--- config.mk ---
export PLATFORM = sky130hd
export DESIGN_NAME = fnv1a_bucket_index
export DESIGN_NICKNAME = d
export VERILOG_FILES = /design/src/hw/rtl/fnvb_pkg.sv /design/src/hw/rtl/fnvb_front.sv /design/src/hw/rtl/fnvb_queue.sv /design/src/hw/rtl/fnvb_back.sv /design/src/hw/rtl/fnv1a_bucket_index.sv
export SDC_FILE = /design/constraint.sdc
export NUM_CORES = 2
export LEC_CHECK = 0
export ABC_AREA = 1
export ABC_CLOCK_PERIOD_IN_PS = 12220
export BUFFER_PORTS_ARGS = -buffer_cell sky130_fd_sc_hd__buf_2
export CAP_MARGIN = 40
export CORE_MARGIN = 1
export CORE_UTILIZATION = 35
export CTS_CLUSTER_SIZE = 25
export DETAILED_ROUTE_END_ITERATION = 16
export GPL_TIMING_DRIVEN = 0
export PLACE_DENSITY = 0.62
export SYNTH_ARGS = -nofsm -noshare
export SYNTH_HDL_FRONTEND = slang
export SYNTH_SLANG_ARGS = --single-unit
--- constraint.sdc ---
create_clock -name clk -period 12.22 [get_ports clk]
set_input_delay 1.222 -clock clk [delete_from_list [all_inputs] [get_ports clk]]
set_output_delay 1.222 -clock clk [all_outputs]
set_load 0.01 [all_outputs]
--- src/hw/rtl/fnvb_pkg.sv ---
// shared constants and types for the fnv1a bucket index block
`timescale 1ns / 1ps

package fnvb_pkg;

  localparam int INDEX_BITS = 17;
  localparam int COUNT_W    = INDEX_BITS + 1;
  localparam int HASH_W     = 64;
  localparam int BYTE_W     = 8;

  localparam logic [HASH_W-1:0]  FNV_BASIS   = 64'hCBF29CE484222325;
  // fnv prime is 2^40 + 0x1b3
  localparam int                 FNV_SHIFT   = 40;
  localparam logic [8:0]         FNV_LO      = 9'h1B3;
  localparam logic [HASH_W-1:0]  GOLDEN_MUL  = 64'h9E3779B97F4A7C15;
  localparam logic [COUNT_W-1:0] COUNT_RESET = COUNT_W'(8);
  localparam logic [COUNT_W-1:0] COUNT_LIMIT = COUNT_W'(1) << INDEX_BITS;

  typedef struct packed {
    logic              vld;
    logic [HASH_W-1:0] hash;
  } hash_xfer_t;

  typedef enum logic [2:0] {
    BK_IDLE,
    BK_MUL0,
    BK_MUL1,
    BK_MUL2,
    BK_DIV,
    BK_DONE
  } back_state_t;

endpackage

--- src/hw/rtl/fnvb_front.sv ---
// front end: takes key bytes and folds them into the running fnv-1a hash
`timescale 1ns / 1ps

module fnvb_front (
  input  logic                          clk,
  input  logic                          rst_n,
  input  logic                          in_valid,
  output logic                          in_stall,
  input  logic [fnvb_pkg::BYTE_W-1:0]   in_key_byte,
  input  logic                          in_last_byte,
  input  logic                          q_full,
  output fnvb_pkg::hash_xfer_t          push
);

  logic [fnvb_pkg::HASH_W-1:0] hash_r;
  logic [fnvb_pkg::HASH_W-1:0] hash_nxt;
  logic [fnvb_pkg::HASH_W-1:0] hash_x;
  logic                        accept;

  assign in_stall = q_full;
  assign accept   = in_valid && !q_full;

  always_comb begin
    hash_x   = hash_r ^ {{(fnvb_pkg::HASH_W-fnvb_pkg::BYTE_W){1'b0}}, in_key_byte};
    // multiply by 2^40 + 0x1b3, modulo 2^64
    hash_nxt = (hash_x << fnvb_pkg::FNV_SHIFT)
             + (hash_x * fnvb_pkg::HASH_W'(fnvb_pkg::FNV_LO));
  end

  assign push.vld  = accept && in_last_byte;
  assign push.hash = hash_nxt;

  always_ff @(posedge clk) begin
    if (!rst_n) begin
      hash_r <= fnvb_pkg::FNV_BASIS;
    end else if (accept) begin
      hash_r <= in_last_byte ? fnvb_pkg::FNV_BASIS : hash_nxt;
    end
  end

endmodule

--- src/hw/rtl/fnvb_queue.sv ---
// two-entry queue of finished key hashes between front and back end
`timescale 1ns / 1ps

module fnvb_queue (
  input  logic                 clk,
  input  logic                 rst_n,
  input  fnvb_pkg::hash_xfer_t push,
  input  logic                 pop,
  output logic                 full,
  output fnvb_pkg::hash_xfer_t head
);

  logic [fnvb_pkg::HASH_W-1:0] mem_r [2];
  logic                        wr_ptr_r;
  logic                        rd_ptr_r;
  logic [1:0]                  cnt_r;
  logic                        do_pop;

  assign full      = (cnt_r == 2'd2);
  assign head.vld  = (cnt_r != 2'd0);
  assign head.hash = mem_r[rd_ptr_r];
  assign do_pop    = pop && head.vld;

  always_ff @(posedge clk) begin
    if (push.vld) begin
      mem_r[wr_ptr_r] <= push.hash;
    end
  end

  always_ff @(posedge clk) begin
    if (!rst_n) begin
      wr_ptr_r <= 1'b0;
      rd_ptr_r <= 1'b0;
      cnt_r    <= 2'd0;
    end else begin
      if (push.vld) begin
        wr_ptr_r <= !wr_ptr_r;
      end
      if (do_pop) begin
        rd_ptr_r <= !rd_ptr_r;
      end
      case ({push.vld, do_pop})
        2'b10:   cnt_r <= cnt_r + 2'd1;
        2'b01:   cnt_r <= cnt_r - 2'd1;
        default: cnt_r <= cnt_r;
      endcase
    end
  end

endmodule

--- src/hw/rtl/fnvb_back.sv ---
// back end: golden-ratio multiply, then top-bit select or bit-serial modulo
`timescale 1ns / 1ps

module fnvb_back (
  input  logic                           clk,
  input  logic                           rst_n,
  input  logic [fnvb_pkg::COUNT_W-1:0]   bucket_count,
  input  fnvb_pkg::hash_xfer_t           head,
  output logic                           pop,
  output logic                           out_valid,
  input  logic                           out_stall,
  output logic [fnvb_pkg::INDEX_BITS-1:0] out_bucket_index,
  output logic [fnvb_pkg::HASH_W-1:0]    out_key_hash
);

  localparam int HALF_W = fnvb_pkg::HASH_W / 2;
  localparam int K_W    = $clog2(fnvb_pkg::COUNT_W);
  localparam int SH_W   = $clog2(fnvb_pkg::HASH_W) + 1;
  localparam int DIV_W  = $clog2(fnvb_pkg::HASH_W);

  fnvb_pkg::back_state_t state_r;
  fnvb_pkg::back_state_t state_nxt;

  logic [fnvb_pkg::HASH_W-1:0]     hash_r;
  logic [fnvb_pkg::HASH_W-1:0]     prod_r;
  logic [fnvb_pkg::COUNT_W-1:0]    rem_r;
  logic [DIV_W-1:0]                cnt_r;
  logic                            out_valid_r;
  logic [fnvb_pkg::INDEX_BITS-1:0] out_idx_r;
  logic [fnvb_pkg::HASH_W-1:0]     out_hash_r;

  logic [fnvb_pkg::COUNT_W-1:0]    eff_cnt;
  logic                            is_pow2;
  logic [K_W-1:0]                  log2_k;
  logic [HALF_W-1:0]               mul_a;
  logic [HALF_W-1:0]               mul_b;
  logic [fnvb_pkg::HASH_W-1:0]     mul_p;
  logic [fnvb_pkg::COUNT_W:0]      rem_sh;
  logic [fnvb_pkg::COUNT_W-1:0]    rem_nxt;
  logic [fnvb_pkg::HASH_W-1:0]     top_bits;
  logic [fnvb_pkg::INDEX_BITS-1:0] idx_val;
  logic                            out_free;
  logic                            load_out;

  // zero acts as one, anything above the index range saturates
  always_comb begin
    if (bucket_count == '0) begin
      eff_cnt = fnvb_pkg::COUNT_W'(1);
    end else if (bucket_count > fnvb_pkg::COUNT_LIMIT) begin
      eff_cnt = fnvb_pkg::COUNT_LIMIT;
    end else begin
      eff_cnt = bucket_count;
    end
    is_pow2 = ((eff_cnt & (eff_cnt - fnvb_pkg::COUNT_W'(1))) == '0);
    log2_k  = '0;
    for (int i = 0; i < fnvb_pkg::COUNT_W; i++) begin
      if (eff_cnt[i]) begin
        log2_k = K_W'(i);
      end
    end
  end

  // one shared 32x32 multiplier, three partial products in BK_MUL0, BK_MUL1, BK_MUL2
  always_comb begin
    case (state_r)
      fnvb_pkg::BK_MUL0: begin
        mul_a = hash_r[HALF_W-1:0];
        mul_b = fnvb_pkg::GOLDEN_MUL[HALF_W-1:0];
      end
      fnvb_pkg::BK_MUL1: begin
        mul_a = hash_r[HALF_W-1:0];
        mul_b = fnvb_pkg::GOLDEN_MUL[fnvb_pkg::HASH_W-1:HALF_W];
      end
      default: begin
        mul_a = hash_r[fnvb_pkg::HASH_W-1:HALF_W];
        mul_b = fnvb_pkg::GOLDEN_MUL[HALF_W-1:0];
      end
    endcase
    mul_p = fnvb_pkg::HASH_W'(mul_a) * fnvb_pkg::HASH_W'(mul_b);
  end

  // restoring division step, one quotient bit per cycle
  always_comb begin
    rem_sh = {rem_r, prod_r[fnvb_pkg::HASH_W-1]};
    if (rem_sh >= {1'b0, eff_cnt}) begin
      rem_nxt = fnvb_pkg::COUNT_W'(rem_sh - {1'b0, eff_cnt});
    end else begin
      rem_nxt = rem_sh[fnvb_pkg::COUNT_W-1:0];
    end
  end

  always_comb begin
    top_bits = prod_r >> (SH_W'(fnvb_pkg::HASH_W) - SH_W'(log2_k));
    if (!is_pow2) begin
      idx_val = rem_r[fnvb_pkg::INDEX_BITS-1:0];
    end else if (log2_k == '0) begin
      idx_val = '0;
    end else begin
      idx_val = top_bits[fnvb_pkg::INDEX_BITS-1:0];
    end
  end

  assign out_free = !out_valid_r || !out_stall;

  // next state
  always_comb begin
    state_nxt = state_r;
    case (state_r)
      fnvb_pkg::BK_IDLE: begin
        if (head.vld) begin
          state_nxt = fnvb_pkg::BK_MUL0;
        end
      end
      fnvb_pkg::BK_MUL0: state_nxt = fnvb_pkg::BK_MUL1;
      fnvb_pkg::BK_MUL1: state_nxt = fnvb_pkg::BK_MUL2;
      fnvb_pkg::BK_MUL2: begin
        state_nxt = is_pow2 ? fnvb_pkg::BK_DONE : fnvb_pkg::BK_DIV;
      end
      fnvb_pkg::BK_DIV: begin
        if (cnt_r == '1) begin
          state_nxt = fnvb_pkg::BK_DONE;
        end
      end
      fnvb_pkg::BK_DONE: begin
        if (out_free) begin
          state_nxt = fnvb_pkg::BK_IDLE;
        end
      end
      default: state_nxt = fnvb_pkg::BK_IDLE;
    endcase
  end

  // control outputs
  always_comb begin
    pop      = 1'b0;
    load_out = 1'b0;
    case (state_r)
      fnvb_pkg::BK_IDLE: pop      = head.vld;
      fnvb_pkg::BK_DONE: load_out = out_free;
      default: begin
        pop      = 1'b0;
        load_out = 1'b0;
      end
    endcase
  end

  always_ff @(posedge clk) begin
    if (!rst_n) begin
      state_r     <= fnvb_pkg::BK_IDLE;
      out_valid_r <= 1'b0;
    end else begin
      state_r <= state_nxt;
      if (load_out) begin
        out_valid_r <= 1'b1;
      end else if (!out_stall) begin
        out_valid_r <= 1'b0;
      end
    end
  end

  always_ff @(posedge clk) begin
    if (pop) begin
      hash_r <= head.hash;
    end
    case (state_r)
      fnvb_pkg::BK_MUL0: prod_r <= mul_p;
      fnvb_pkg::BK_MUL1, fnvb_pkg::BK_MUL2: begin
        prod_r[fnvb_pkg::HASH_W-1:HALF_W] <= prod_r[fnvb_pkg::HASH_W-1:HALF_W]
                                           + mul_p[HALF_W-1:0];
        rem_r <= '0;
        cnt_r <= '0;
      end
      fnvb_pkg::BK_DIV: begin
        prod_r <= prod_r << 1;
        rem_r  <= rem_nxt;
        cnt_r  <= cnt_r + DIV_W'(1);
      end
      default: begin
        prod_r <= prod_r;
      end
    endcase
    if (load_out) begin
      out_idx_r  <= idx_val;
      out_hash_r <= hash_r;
    end
  end

  assign out_valid        = out_valid_r;
  assign out_bucket_index = out_idx_r;
  assign out_key_hash     = out_hash_r;

endmodule

--- src/hw/rtl/fnv1a_bucket_index.sv ---
// top level: fnv-1a key hash with multiplicative bucket index
// path: the hash of a key's last byte goes through the queue to the back end,
//   which runs a three-step 32x32 multiply, then a 64-step bit-serial modulo
//   unless the bucket count is a power of two; it takes no new key until done
// throughput: one key byte per cycle into the hash while the queue is not full
// reset: synchronous active low; hash re-seeds, queue empties, bucket count is 8
`timescale 1ns / 1ps

module fnv1a_bucket_index (
  input  logic                            clk,
  input  logic                            rst_n,
  input  logic                            cfg_wr_en,
  input  logic [fnvb_pkg::COUNT_W-1:0]    cfg_wr_data,
  input  logic                            in_valid,
  output logic                            in_stall,
  input  logic [fnvb_pkg::BYTE_W-1:0]     in_key_byte,
  input  logic                            in_last_byte,
  output logic                            out_valid,
  input  logic                            out_stall,
  output logic [fnvb_pkg::INDEX_BITS-1:0] out_bucket_index,
  output logic [fnvb_pkg::HASH_W-1:0]     out_key_hash
);

  logic [fnvb_pkg::COUNT_W-1:0] bucket_count_r;
  fnvb_pkg::hash_xfer_t         push;
  fnvb_pkg::hash_xfer_t         head;
  logic                         q_full;
  logic                         pop;

  always_ff @(posedge clk) begin
    if (!rst_n) begin
      bucket_count_r <= fnvb_pkg::COUNT_RESET;
    end else if (cfg_wr_en) begin
      bucket_count_r <= cfg_wr_data;
    end
  end

  fnvb_front u_front (
    .clk          (clk),
    .rst_n        (rst_n),
    .in_valid     (in_valid),
    .in_stall     (in_stall),
    .in_key_byte  (in_key_byte),
    .in_last_byte (in_last_byte),
    .q_full       (q_full),
    .push         (push)
  );

  fnvb_queue u_queue (
    .clk   (clk),
    .rst_n (rst_n),
    .push  (push),
    .pop   (pop),
    .full  (q_full),
    .head  (head)
  );

  fnvb_back u_back (
    .clk              (clk),
    .rst_n            (rst_n),
    .bucket_count     (bucket_count_r),
    .head             (head),
    .pop              (pop),
    .out_valid        (out_valid),
    .out_stall        (out_stall),
    .out_bucket_index (out_bucket_index),
    .out_key_hash     (out_key_hash)
  );

endmodule

==> qor.csv <==
metric,value,unit
htree_levels,2,
r2r_slack,0.52,ns
die_area,169000,um2
synth_edf_count,361,
required,12.60,ns
syn_to_final_growth,10.2,%
cts_sinks,451,
drt_iter0_drc,4004,
cp.depth,42,
mostFrequentLayoutCell,inv_1,
dieWidth,411,um
first_global_vias,47600,
dp.cells,8924,
rsz0062_at_grt,no,
clkLatencyLatePin,0.70,ns
finalClockSkew,0.0526,ns
num-fill-cells,16800,
cts_setup_buffers,0,
numCtsBuffers,53,
avgSynthCellArea,8.94,um2
cts_tree,done,
core,166000,um2
cp_common_cell,inv_1,
hpwlAfterDp,174000,um
die_y,411,um
reg2reg_from,u_back.state_r[1],
synthArstFlopShare,0,
grt_max_degree,32,
hold_buffers,0,
drv_slew,0,
finalWeightedCongestion,1.02,
wl,199000,um
ios,115,
startpoint_type,flip-flop,
worstRegToRegCells,42,
num_vias,45600,
grtUsageTotal,0.237,
worstReg2RegEnd,u_back.prod_r[63],
critPathBufInv,14,
start_util,0.354,
detail-route-antenna-nets,0,
hold_path.class,flip-flop to flip-flop,
antenna_found_initial,18,
holdPathStages,1,
relSlewSlack,0.372,
clk_path_buf_depth,3,
ys_seq_elements,451,
fin_nets,8360,
finalCriticalPeriod,11.70,ns
ys_types,63,
drive_gt1_frac,0.0556,
cp-end-kind,flip-flop,
drc,0,
outcome,"finished, final reports clean",
via_per_inst,5.05,
port_buffers,114,
cp-startpoint,u_back.state_r[1],
hold_viol_final,0,
cts_root_buf,clkbuf_16,
synth_area,58600,um2
arrival,12.09,ns
finalSetupViolCount,0,
path_clk_slew,0.06,ns
grt_pass1_wl,297000,um
cp_slowest_stage_delay,0.63,ns
std_cell_rows,149,
maxCapViolCount,0,
fmaxAchievable,85.4,MHz
cp-endpoint,u_back.prod_r[63],
worst-slew-pin-transition,0.942,ns
utilization,0.390,
grt_overflow,0,
syn_inst,6547,
cpMaxStageDelayCell,fa_1,
path_delay_family,adder cells,
path_class,flip-flop to flip-flop,
wl_per_cell,22.0,um
synth_flop_cell,edfxtp_1,
finalSetupTns,0,ns
crit_fanout,15,
firstDrtPassIters,7,
final_cells,9029,
fin_crit_sh,0.958,
yosys_warnings,0,
yosysSeqAreaShare,0.216,
final_cell_mix,"inv_1 (1450), nand2_1 (1149), fa_1 (855), ha_1 (684), nand3_1 (460)",
## state kept, by name, indices dropped and copies added, names as in the netlist
register,cells
u_queue.rd_ptr_r,1
u_back.out_bucket_index,17
u_back.hash_r,64
u_back.prod_r,64
u_back.out_key_hash,64
u_queue.mem_r,128
u_front.hash_r,64
u_back.cnt_r,6
u_back.state_r,3
bucket_count_r,18
u_queue.wr_ptr_r,1
u_back.out_valid,1
u_queue.cnt_r,2
u_back.rem_r,18
## through the flow
step | worst slack, ns | cell area (um2) | hold slack (ns)
CTS | 0.0746 | 64500 | 0.463
floorplan | 2.94 | 58700 | 0.418
finish | 0.516 | 64600 | 0.465
global placement | -1.12 | 62000 | 0.442
detailed placement | -0.304 | 62600 | 0.445
global route | 0.0189 | 64500 | 0.494
## metal layers
layer,vias up,global-route usage,part of all wire
met4,8,0.106,0.050
met1,22300,0.304,0.41
met3,377,0.0494,0.084
met2,1788,0.383,0.45
li1,21100,-,-
met5,-,0,0.00025
## cell usage after synthesis (3+ instances only)
| library cell | number | area (um2) |
|---|---|---|
| a21boi_1 | 5 | 37.5 |
| o21bai_1 | 18 | 135 |
| o21ai_2 | 6 | 52.6 |
| o21ai_0 | 198 | 991 |
| nand3_2 | 3 | 30.0 |
| nor2_4 | 3 | 33.8 |
| a221oi_1 | 6 | 52.6 |
| ha_1 | 684 | 8560 |
| nand4_1 | 15 | 93.8 |
| edfxtp_1 | 361 | 10800 |
| o221ai_1 | 16 | 140 |
| and2_1 | 4 | 25.0 |
| fa_1 | 855 | 17100 |
| nor3_1 | 22 | 110 |
| a21o_1 | 9 | 67.6 |
| buf_4 | 7 | 52.6 |
| nor2_2 | 4 | 25.0 |
| xnor2_1 | 64 | 561 |
| a31oi_1 | 41 | 257 |
| buf_2 | 24 | 120 |
| a21oi_2 | 6 | 52.6 |
| o211ai_1 | 23 | 173 |
| xor2_1 | 78 | 683 |
| o21ai_1 | 17 | 85.1 |
| nand2_2 | 6 | 37.5 |
| nand2_1 | 1150 | 4320 |
| o31ai_1 | 7 | 52.6 |
| dfxtp_1 | 90 | 1800 |
| nor2_1 | 299 | 1120 |
| nand3_1 | 461 | 2310 |
| inv_2 | 9 | 33.8 |
| a21boi_0 | 4 | 30.0 |
| nor4_1 | 5 | 31.3 |
| buf_1 | 17 | 63.8 |
| nand3b_1 | 5 | 37.5 |
| a21oi_1 | 341 | 1710 |
| or2_2 | 26 | 163 |
| o2111ai_1 | 3 | 26.3 |
| clkbuf_1 | 146 | 548 |
| o21a_1 | 20 | 150 |
| buf_6 | 12 | 135 |
| inv_1 | 1451 | 5450 |
## worst reg2reg max path: cells and delay by family, from the launching register on
kind	cells	cell delay, ns
compound gates	11	2.39
xor+xnor	1	0.36
fa+ha+maj	10	4.72
buf+inv	14	2.17
flops	1	0.35
simple gates	6	1.45
## final cells by class
class,instances,area (um2),area share
multi-input cells,4459,39700,0.615
flip-flops and latches,451,12600,0.196
clock inverters,32,433,0.00671
well taps,2189,2740,0.0424
inverters,1461,5480,0.0850
diodes,6,15.0,0.000233
repair buffers,158,1100,0.0170
clock buffers,68,1540,0.0239
plain buffers,205,917,0.0142
## timing repair
action                     4_1_cts  5_1_grt
hold endpoints to repair         0        0
setup endpoints to repair       10       20
pin swaps                        0        0
gates resized for setup          2        4
## kinds of logic (layout without fill, tap and decap cells)
family,count (synthesis),in the layout,share of synthesized area
simple gates,2009,2009,0.143
buf+inv,1667,1924,0.109
fa+ha+maj,1539,1539,0.438
compound gates,736,736,0.0715
flops,451,451,0.216
xor+xnor,143,143,0.0215
other cells,2,38,0.000128
## how the worst min path moves through the flow
stage | startpoint | endpoint | slack [ns]
after detailed placement | u_queue.cnt_r[1] | u_queue.cnt_r[1] | 0.45
final | u_queue.cnt_r[1] | u_queue.cnt_r[1] | 0.47
after floorplan | u_back.hash_r[0] | u_back.out_key_hash[0] | 0.42
after CTS | u_queue.cnt_r[1] | u_queue.cnt_r[1] | 0.46
after global routing | u_front.hash_r[4] | u_front.hash_r[4] | 0.49
after global placement | u_queue.cnt_r[1] | u_queue.cnt_r[1] | 0.44
Power is not shown: default switching activity piles up to over one toggle a cycle in this logic, so the estimate is an artifact.
